$ cat config.mk
export PLATFORM = sky130hd
export DESIGN_NAME = efps_merge
export DESIGN_NICKNAME = d
export VERILOG_FILES = /design/src/rtl/efps_merge.sv
export SDC_FILE = /design/constraint.sdc
export NUM_CORES = 2
export LEC_CHECK = 0
export ABC_AREA = 1
export ABC_CLOCK_PERIOD_IN_PS = 22700
export BUFFER_PORTS_ARGS = -buffer_cell sky130_fd_sc_hd__buf_2
export CAP_MARGIN = 10
export CELL_PAD_IN_SITES_DETAIL_PLACEMENT = 1
export CELL_PAD_IN_SITES_GLOBAL_PLACEMENT = 1
export CORE_AREA = 5 5 482 484
export DETAILED_ROUTE_END_ITERATION = 10
export DIE_AREA = 0 0 487 489
export PLACE_DENSITY_LB_ADDON = 0.1
export SLEW_MARGIN = 10
export SYNTH_ARGS = -nofsm -noshare
export SYNTH_HDL_FRONTEND = slang
export SYNTH_SLANG_ARGS = --single-unit
$ cat constraint.sdc
create_clock -name vclk -period 22.7
set_clock_uncertainty 0.1 [all_clocks]
set_input_delay 1.135 -clock vclk [all_inputs]
set_output_delay 1.135 -clock vclk [all_outputs]
set_load 0.02 [all_outputs]
$ cat src/rtl/efps_merge.sv
// Compare tree that picks the lane with least end, then least wait, then lowest index.
// Depends on nothing beyond its parameters; fed by the efps_lane registers.
module efps_merge #(
	parameter int NUM_PE    = 8,
	parameter int TIME_BITS = 48
) (
	input  logic                 eligible [NUM_PE],
	input  logic [TIME_BITS-1:0] start_t  [NUM_PE],
	input  logic [TIME_BITS-1:0] end_t    [NUM_PE],
	input  logic [TIME_BITS-1:0] wait_t   [NUM_PE],
	output logic                 found,
	output logic [((NUM_PE > 1) ? $clog2(NUM_PE) : 1)-1:0] best_idx,
	output logic [TIME_BITS-1:0] best_start,
	output logic [TIME_BITS-1:0] best_end
);

	localparam int IDX_BITS = (NUM_PE > 1) ? $clog2(NUM_PE) : 1;
	localparam int LEAVES   = 2 ** $clog2(NUM_PE);
	localparam int NODES    = 2 * LEAVES - 1;

	logic                 node_v     [1:NODES];
	logic [IDX_BITS-1:0]  node_idx   [1:NODES];
	logic [TIME_BITS-1:0] node_start [1:NODES];
	logic [TIME_BITS-1:0] node_end   [1:NODES];
	logic [TIME_BITS-1:0] node_wait  [1:NODES];

	// Place lanes at the leaves, pad the rest as empty
	for (genvar i = 0; i < LEAVES; i++) begin : g_leaf
		if (i < NUM_PE) begin : g_used
			assign node_v[LEAVES+i]     = eligible[i];
			assign node_idx[LEAVES+i]   = IDX_BITS'(i);
			assign node_start[LEAVES+i] = start_t[i];
			assign node_end[LEAVES+i]   = end_t[i];
			assign node_wait[LEAVES+i]  = wait_t[i];
		end else begin : g_pad
			assign node_v[LEAVES+i]     = 1'b0;
			assign node_idx[LEAVES+i]   = '0;
			assign node_start[LEAVES+i] = '0;
			assign node_end[LEAVES+i]   = '0;
			assign node_wait[LEAVES+i]  = '0;
		end
	end

	// Each node keeps the left child unless the right one is strictly better
	for (genvar k = 1; k < LEAVES; k++) begin : g_node
		logic take_r;
		assign take_r = node_v[2*k+1] && (!node_v[2*k]
			|| (node_end[2*k+1] < node_end[2*k])
			|| ((node_end[2*k+1] == node_end[2*k])
				&& (node_wait[2*k+1] < node_wait[2*k])));
		assign node_v[k]     = node_v[2*k] | node_v[2*k+1];
		assign node_idx[k]   = take_r ? node_idx[2*k+1]   : node_idx[2*k];
		assign node_start[k] = take_r ? node_start[2*k+1] : node_start[2*k];
		assign node_end[k]   = take_r ? node_end[2*k+1]   : node_end[2*k];
		assign node_wait[k]  = take_r ? node_wait[2*k+1]  : node_wait[2*k];
	end

	assign found      = node_v[1];
	assign best_idx   = node_idx[1];
	assign best_start = node_start[1];
	assign best_end   = node_end[1];

endmodule

==> insert_results.sql <==
INSERT INTO impl_metrics (metric_group, metric, value, unit) VALUES
('run_status', 'outcome', 'finished with violations', ''),
('run_status', 'failed_checks', 'max-capacitance violations, max-slew violations', ''),
('clocking', 'postCtsSetupRepairBufs', '0', ''),
('place', 'place_congestion', '0.916', ''),
('global_route', 'via_count_of_the_first_global_routing_pass', '37438', ''),
('synthesis', 'synthesis_warnings', '0', ''),
('clocking', 'postCtsResizedCells', '0', ''),
('synthesis', 'yosys.cell_count.top_type', 'nand2_1', ''),
('timing', 'period_needed', '15.84', 'ns'),
('route', 'detail_route.vias_per_cell', '4.09', ''),
('setup_path', 'worst_path_most_repeated_cell', 'nand2_1', ''),
('pwr', 'ir_worst_vdd', '0.0000253', 'V'),
('global_route', 'grt_usage', '18.9', '%'),
('timing', 'rsz_0062_raised_after_global_routing', 'no', ''),
('global_route', 'grt_max_degree', '109', ''),
('route', 'wl', '239', 'mm'),
('route', 'dr_wl_met2', '117', 'mm'),
('synthesis', 'synth_area_leaders', 'ha_1 (31%), nand2_1 (17%), o21ai_0 (10%), a21oi_1 (8.8%), inv_1 (8.1%)', ''),
('synthesis', 'synth.largest_area_cell', 'ha_1', ''),
('layout', 'area_growth_syn_to_layout', '37.1', '%'),
('synthesis', 'netlist_area', '26500', 'um2'),
('synthesis', 'synth.lib_cells_used.distinct', '45', ''),
('die', 'starting_utilization_of_the_core_area', '11.7', '%'),
('timing', 'finalCritPeriodShare', '69.8', '%'),
('place', 'pre_cts_ws', '6.22', 'ns'),
('timing', 'finalSetupViolCount', '0', ''),
('timing', 'hold_violations', '0', ''),
('timing', 'finalWorstSetupSlack', '6.86', 'ns'),
('die', 'core_area', '227000', 'um2'),
('global_route', 'grt_remaining_overflow', '0', ''),
('layout', 'post_layout_utilization_of_the_core', '16.0', '%'),
('global_route', 'wire_length_of_the_first_global_routing_pass', '313', 'mm'),
('layout', 'final_non_filler_cells', '8795', ''),
('die', 'num_rows', '175', ''),
('layout', 'sequential_cell_total', '0', ''),
('setup_path', 'worst-path-max-fanout', '85', ''),
('synthesis', 'synthesis.nets', '6448', ''),
('route', 'drt_iter0_markers', '1690', ''),
('setup_path', 'slowest_stage_delay_cp', '0.79', 'ns'),
('timing', 'timing.slew.headroom', '-2.56', '%'),
('place', 'dp_hpwl', '220', 'mm'),
('pwr', 'p_seq_share', '0', '%'),
('setup_path', 'timing.critical_path.from_type', 'input pin', ''),
('route', 'detailroute.via_count', '35977', ''),
('route', 'route.detailed.wl_per_inst', '27.2', 'um'),
('place', 'io_buffers', '1260', ''),
('route', 'firstDrtPassIters', '5', ''),
('timing', 'final-max-slew-violation-count', '1', ''),
('die', 'die_w', '487', 'um'),
('setup_path', 'cp_endpoint_kind', 'output port', ''),
('global_route', 'antenna_violations_before_repair', '231', ''),
('pwr', 'share_clk_of_total_power', '0', '%'),
('worst_hold_path', 'hold_path.startpoint', 'eligible[3]', ''),
('layout', 'layout.area.seq', '0', 'um2'),
('synthesis', 'synth_seq_area_share', '0', '%'),
('flow_run', 'drv.max_cap_violation_count', '1', ''),
('layout', 'num-nets-final', '7548', ''),
('die', 'die_area', '238000', 'um2'),
('setup_path', 'wp_data_arrival', '14.60', 'ns'),
('die', 'ios', '1260', ''),
('setup_path', 'timing.setup.critical_path_class', 'input pin to output port', ''),
('worst_hold_path', 'min_to', 'found', ''),
('route', 'remaining_routing_drc_violations', '0', ''),
('route', 'top_layer_used_by_detailed_routing', 'met5', ''),
('route', 'detailroute.wirelength.met3', '14.2', 'mm'),
('pwr', 'pwr_density_cell', '44.1', 'nW/um2'),
('setup_path', 'cp_data_required_time', '21.47', 'ns'),
('timing', 'fin_hold_ws', '2.62', 'ns'),
('synthesis', 'synthCells', '4624', ''),
('pwr', 'power.switching_fraction', '69.7', '%'),
('pwr', 'cellLeakagePower', '0.0200', 'uW');
-- worst max-delay path by stage --
stage	startpoint	to	cells past startpoint
floorplan	wait_t[279]	best_end[39]	52
global placement	end_t[95]	best_start[10]	44
detailed placement	end_t[95]	best_start[10]	45
CTS	end_t[95]	best_start[10]	45
global route	end_t[95]	best_start[10]	45
finish	end_t[87]	best_start[10]	45
-- worst max-delay path, delay by kind of cell --
family / cells / cell delay (ns)
simple gates: 27 / 7.17
buf+inv: 10 / 3.57
compound gates: 5 / 1.42
fa+ha+maj: 3 / 0.95
-- power by group through the flow --
stage | logic, uW | clock network, uW | registers [uW]
floorplan | 879 | 0 | 0
global placement | 1650 | 0 | 0
detailed placement | 1650 | 0 | 0
CTS | 1660 | 0 | 0
global route | 1790 | 0.0000418 | 0
finish | 1600 | 0.000187 | 0
-- metrics by stage --
step,cell area (um2),total power [uW]
final,36400,1600
after global routing,36200,1790
after CTS,36200,1660
after detailed placement,36200,1650
after global placement,36200,1650
after floorplan,26500,879
-- area by class of cell --
type                            instances  area, um2  area share [%]
Antenna cell                           64        160           0.440
Multi-Input combinational cell       3843      23600            65.0
Inverter                              574       2160            5.95
Tap cell                             3009       3760            10.4
Timing Repair Buffer                 1305       6640            18.3
-- layout by cell type (no fill, tap or decap), types with 10 or more instances in the layout --
master    Yosys  final
a21oi_1     466    466
diode_2       0     64
nand4_1      46     46
nor3_1       31     30
buf_4         3     45
o21ai_1       1     10
o21a_1       17     17
inv_1       569    568
buf_2        15   1260
o21ai_0     543    534
ha_1        664    664
nor2_1      357    357
or2_2        98     98
o211ai_1    103    103
nand3_1     162    162
nand2_1    1168   1167
mux2i_1      96     96
a211oi_1     21     21
a21o_1       10     10
-- cells by family (layout without fill, tap and decap cells) --
| kind of cell | Yosys count | in the layout | share of synthesized area [%] |
|---|---|---|---|
| simple gates | 1890 | 1890 | 29.4 |
| compound gates | 1193 | 1193 | 24.4 |
| buf+inv | 781 | 1879 | 11.3 |
| fa+ha+maj | 664 | 664 | 31.3 |
| mux | 96 | 96 | 3.62 |
| other cells | 0 | 64 | 0 |
-- metal layers --
metal,vias up,GRT usage [%]
met5,-,0
met4,100,0.698
met2,1095,34.2
li1,17873,-
met3,268,3.74
met1,16641,24.3
No activity file was read; power rests on OpenSTA's default activity.
