$ cat src/rtl/efps_pkg.sv
// Shared constants and types for the earliest finish element selector.
// No dependencies; imported by the lane and top level modules.
package efps_pkg;

	// Fixed field widths of the item and configuration interfaces
	localparam int IN_TIME_BITS = 48;
	localparam int EXEC_BITS    = 32;
	localparam int MASK_BITS    = 8;
	localparam int TYPE_BITS    = 2;
	localparam int MAX_TYPES    = 4;
	localparam int SEL_BITS     = 3;
	localparam int CMD_BITS     = 2;
	localparam int CFG_IDX_BITS = 1;
	localparam int CFG_DATA_BITS = 16;

	// Defaults for the top level parameters
	localparam int NUM_PE_DEF       = 8;
	localparam int NUM_PE_TYPES_DEF = 4;
	localparam int TIME_BITS_DEF    = 48;

	// Configuration register indexes
	localparam logic [CFG_IDX_BITS-1:0] CFG_ACTIVE_MASK = 1'd0;
	localparam logic [CFG_IDX_BITS-1:0] CFG_TYPE_MAP    = 1'd1;

	// Item commands
	typedef enum logic [CMD_BITS-1:0] {
		CMD_SCHEDULE = 2'd0,
		CMD_RAISE    = 2'd1,
		CMD_SET      = 2'd2
	} cmd_t;

	// Control that travels with an item from lane stage to merge stage
	typedef struct packed {
		logic [CMD_BITS-1:0] cmd;
		logic                running;
		logic [SEL_BITS-1:0] sel;
	} item_ctrl_t;

endpackage

$ cat src/rtl/efps_lane.sv
// One processing element lane: start, end and wait of a task on that element.
// Depends on efps_pkg for the execution time width.
module efps_lane #(
	parameter int TIME_BITS = 48
) (
	input  logic                          clk,
	input  logic                          load,
	input  logic                          eligible,
	input  logic [TIME_BITS-1:0]          ready,
	input  logic [TIME_BITS-1:0]          earliest,
	input  logic [efps_pkg::EXEC_BITS-1:0] exec,
	output logic                          eligible_s1,
	output logic [TIME_BITS-1:0]          start_s1,
	output logic [TIME_BITS-1:0]          end_s1,
	output logic [TIME_BITS-1:0]          wait_s1
);
	import efps_pkg::*;

	localparam int SUM_BITS = ((TIME_BITS > EXEC_BITS) ? TIME_BITS : EXEC_BITS) + 1;

	logic                 late;
	logic [TIME_BITS-1:0] start;
	logic [TIME_BITS-1:0] wait_t;
	logic [SUM_BITS-1:0]  sum;
	logic [TIME_BITS-1:0] end_t;

	// Start at the later of ready and earliest; wait is the gap to ready
	assign late   = earliest > ready;
	assign start  = late ? earliest : ready;
	assign wait_t = late ? (earliest - ready) : '0;

	// Add execution time, saturate at the largest time
	assign sum   = SUM_BITS'(start) + SUM_BITS'(exec);
	assign end_t = (|sum[SUM_BITS-1:TIME_BITS]) ? '1 : sum[TIME_BITS-1:0];

	// Hold lane results for the merge stage
	always_ff @(posedge clk) begin
		if (load) begin
			eligible_s1 <= eligible;
			start_s1    <= start;
			end_s1      <= end_t;
			wait_s1     <= wait_t;
		end
	end

endmodule

$ cat config.mk
export PLATFORM = sky130hd
export DESIGN_NAME = efps_lane
export DESIGN_NICKNAME = d
export VERILOG_FILES = /design/src/rtl/efps_pkg.sv /design/src/rtl/efps_lane.sv
export SDC_FILE = /design/constraint.sdc
export NUM_CORES = 1
export LEC_CHECK = 0
export BUFFER_PORTS_ARGS = -buffer_cell sky130_fd_sc_hd__buf_4
export CAP_MARGIN = 25
export CORE_ASPECT_RATIO = 0.8
export CORE_UTILIZATION = 40
export DETAILED_ROUTE_END_ITERATION = 7
export GPL_TIMING_DRIVEN = 0
export PLACE_DENSITY = 0.68
export RECOVER_POWER = 50
export SYNTH_ARGS = -nofsm -noshare
export SYNTH_HDL_FRONTEND = slang
export SYNTH_SLANG_ARGS = --single-unit
$ cat constraint.sdc
create_clock -name clk -period 7.6 [get_ports clk]
set_clock_uncertainty 0.1 [all_clocks]
set_input_delay 1.14 -clock clk [delete_from_list [all_inputs] [get_ports clk]]
set_output_delay 1.14 -clock clk [all_outputs]
set_load 0.02 [all_outputs]
==> run_results.csv <==
group,metric,value,unit
floorplanning,io_pins,276,
timing,final.setup.worst_slack,0.4217,ns
clocking,cts-root-buf,"clkbuf_16",
timing,max_freq,0.1393,GHz
floorplanning,start_util,40.74,%
worst_hold_path,holdCritPathClass,"input port to flip-flop",
worst_hold_path,hold_end,"eligible_s1",
placement,pre_cts_ws,-0.8765,ns
yosys,synthesis.area,10310,um2
pwr,combPwrFrac,35.6,%
yosys,synth_edf_count,145,
layout,nFillCells,2418,
timing,hold_viol_final,0,
yosys,ys.flop_type,"edfxtp_1",
layout,final_area,13110,um2
timing,setup_viol,0,
pwr,leakagePower,5.662,nW
critical_path,crit_type,"input port to flip-flop",
pwr,p_sw,0.001110,W
pwr,p_clk_share,28.6,%
clocking,cts_tree,"built",
layout,syn_to_final_growth,27.16,%
placement,port_buffers,275,
critical_path,arrival,7.34,ns
timing,fin_crit_sh,94.45,%
worst_hold_path,hold_start,"eligible",
layout,drive_gt1_share,19.61,%
clocking,cts_max_level,4,
yosys,mappedNetlistNets,1306,
pwr,vdd_drop_max,0.1601,mV
global_route,groute.usage.overall,25.30,%
detailed_routing,m1WireLength,16000,um
status,status,"finished with violations",
placement,dp_hpwl,26520,um
critical_path,worst-path-max-fanout,15,
global_route,grt_max_degree,74,
status,violations,"max-capacitance violations, max-slew violations",
detailed_routing,num_vias,9484,
yosys,ys_async_sr_fraction,0,%
critical_path,cp_data_required_time,7.76,ns
timing,relSlewSlack,-172.4,%
floorplanning,die_w,181.5,um
detailed_routing,routed-wl-met2,14870,um
global_route,grt_overflow,0,
yosys,ys_seq_area_share,42.23,%
pwr,intPower,0.001909,W
pwr,pwr-share-seq,35.8,%
detailed_routing,highest_layer,"met4",
floorplanning,die_area,26430,um2
timing,rsz0062_at_grt,"no",
floorplanning,core-area,25310,um2
detailed_routing,drc,0,
detailed_routing,ant_nets,0,
detailed_routing,wire_per_inst,19.60,um
clocking,clock-sinks,145,
global_route,antenna_found_initial,0,
clocking,cts_setup_buffers,0,
detailed_routing,wl_met3,2480,um
pwr,p_per_area,230.2,nW/um2
placement,placed_cell_area,12810,um2
clocking,clk_pin_slew,0.07,ns
flow_run,drv_cap,2,
critical_path,startpoint_type,"input port",
layout,fin_util,51.80,%
clocking,cts_buffers,17,
yosys,synthesis.instances,1093,
pwr,switching_share,36.77,%
detailed_routing,wl,33730,um
global_route,grt_pass1_wl,51510,um
detailed_routing,drtIter0Drc,720,
yosys,synth_seq_cells,145,
critical_path,endpoint_kind,"flip-flop",
timing,min_period,7.178,ns
timing,fin_setup_tns,0,ns
layout,num-nets-final,1597,
detailed_routing,viasPerCell,5.511,
floorplanning,num_rows,52,
floorplanning,chipHeight,145.6,um
placement,gp_congestion,0.9194,
global_route,grt_pass1_vias,9142,
timing,finalMaxSlewViolations,148,
timing,worst_pin_slew,4.087,ns
yosys,ys.warnings.count,0,
worst_hold_path,worstHoldPathCells,1,
clocking,cts_buffer_depth,2,
layout,diodes,0,
yosys,synth_area_per_cell,9.434,um2
detailed_routing,firstDrtPassIters,5,
yosys,yosysUniqueCellTypes,67,
==> cell families after synthesis <==
group,after synthesis,share of synthesized area (%)
AOI/OAI and AO/OA,316,19.54
xor gates and xnor gates,72,6.116
adders and majority gates,82,10.10
buffers and inverters,111,4.611
DFF,145,42.23
muxes,13,1.347
and+or+nand+nor,354,16.07
==> metal layers <==
metal | up-vias | GRT usage (%)
met1 | 4464 | 36.91
met4 | 0 | 5.975
met5 | - | 0
met3 | 29 | 4.304
met2 | 412 | 38.98
li1 | 4579 | -
==> registers in the layout (all words and copies together), names as in the netlist <==
register / flops
start_s1: 48
end_s1: 48
wait_s1: 48
eligible_s1: 1
==> layout make-up <==
class | instances | area [um2] | area share (%)
Buffer | 30 | 176.4 | 1.346
Clock buffer | 18 | 429.2 | 3.273
Clock inverter | 14 | 148.9 | 1.136
Inverter | 77 | 289.0 | 2.204
Multi-Input combinational cell | 837 | 5509 | 42.02
Sequential cell | 145 | 4354 | 33.21
Tap cell | 324 | 405.4 | 3.092
Timing Repair Buffer | 276 | 1799 | 13.72
==> critical path, cell delays in order <==
cell      delay [ns]
buf_4           0.08
inv_1           0.05
ha_1            0.34
and3_4          0.22
a221o_1         0.41
a31oi_4         0.26
o21ai_2         0.17
a221oi_4        0.38
o21a_4          0.35
clkbuf_4        0.31
nand2_1         0.07
o21ai_0         0.14
ha_1            0.29
inv_1           0.07
fa_1            0.38
nor2b_1         0.21
o31a_1          0.21
o21a_1          0.19
a21oi_1         0.18
o211a_1         0.33
o31a_1          0.40
o21ai_4         0.31
o31ai_4         0.17
nand2b_1        0.17
buf_4           0.20
buf_6           0.17
o31ai_1         0.08
==> Yosys cell counts (4+ instances only) <==
master	number	area, um2
a2111oi_0	5	43.79
a211oi_1	7	52.55
a21o_1	34	255.2
a21oi_1	85	425.4
a31oi_1	11	68.82
and2_1	5	31.28
and3_1	16	100.1
and4_1	7	61.31
buf_2	8	40.04
buf_6	6	67.56
clkbuf_1	16	60.06
edfxtp_1	145	4354
ha_1	80	1001
inv_1	77	289.0
mux2i_1	9	90.09
nand2_1	129	484.2
nand2b_1	16	100.1
nand3_1	18	90.09
nand4_1	18	112.6
nor2_1	90	337.8
nor2b_1	11	68.82
nor3_1	25	125.1
nor4_1	4	25.02
o211ai_1	7	52.55
o21a_1	18	135.1
o21ai_0	91	455.4
o21ai_1	6	30.03
o21bai_1	14	105.1
o31ai_1	5	37.54
or3_1	4	25.02
xnor2_1	40	350.3
xor2_1	32	280.3
==> metrics by stage <==
stage	hold WS [ns]	instances	power, W
after floorplan	1.139	1093	0.001774
after global placement	1.218	1692	0.002192
after detailed placement	1.220	1693	0.002205
after CTS	0.7640	1724	0.003067
after global routing	0.7888	1721	0.003155
final	0.7984	1721	0.003018
==> worst max-delay path by stage <==
stage	start	end	slack (ns)	cells past startpoint
after floorplan	earliest[0]	end_s1[16]	1.12	27
after global placement	ready[0]	end_s1[16]	-0.78	26
after detailed placement	ready[0]	end_s1[16]	-0.88	26
after CTS	ready[40]	end_s1[16]	0.06	29
after global routing	ready[41]	end_s1[16]	0.14	28
final	ready[6]	end_s1[16]	0.42	27
==> power by group through the flow <==
stage	sequential (W)	clock [W]	combinational, W
CTS	0.00108	0.000870	0.00112
global route	0.00109	0.000899	0.00116
global placement	0.00110	0	0.00110
detailed placement	0.00110	0	0.00111
floorplan	0.00125	0	0.000527
finish	0.00108	0.000863	0.00108
==> timing repair <==
item                       4_1_cts  5_1_grt
hold buffers                     0        0
cloned                           0        0
gates resized for setup          4        5
setup endpoints to repair       48       48
==> cells in the final DEF, fill, tap and decap left out, types with 25 or more instances in the layout <==
master      n
a21o_1     34
a21oi_1    84
buf_4     203
clkbuf_1   83
edfxtp_1  145
ha_1       80
inv_1      77
nand2_1   129
nor2_1     90
nor3_1     25
o21ai_0    91
xnor2_1    40
xor2_1     32
Power figures use the tool's default switching activity.
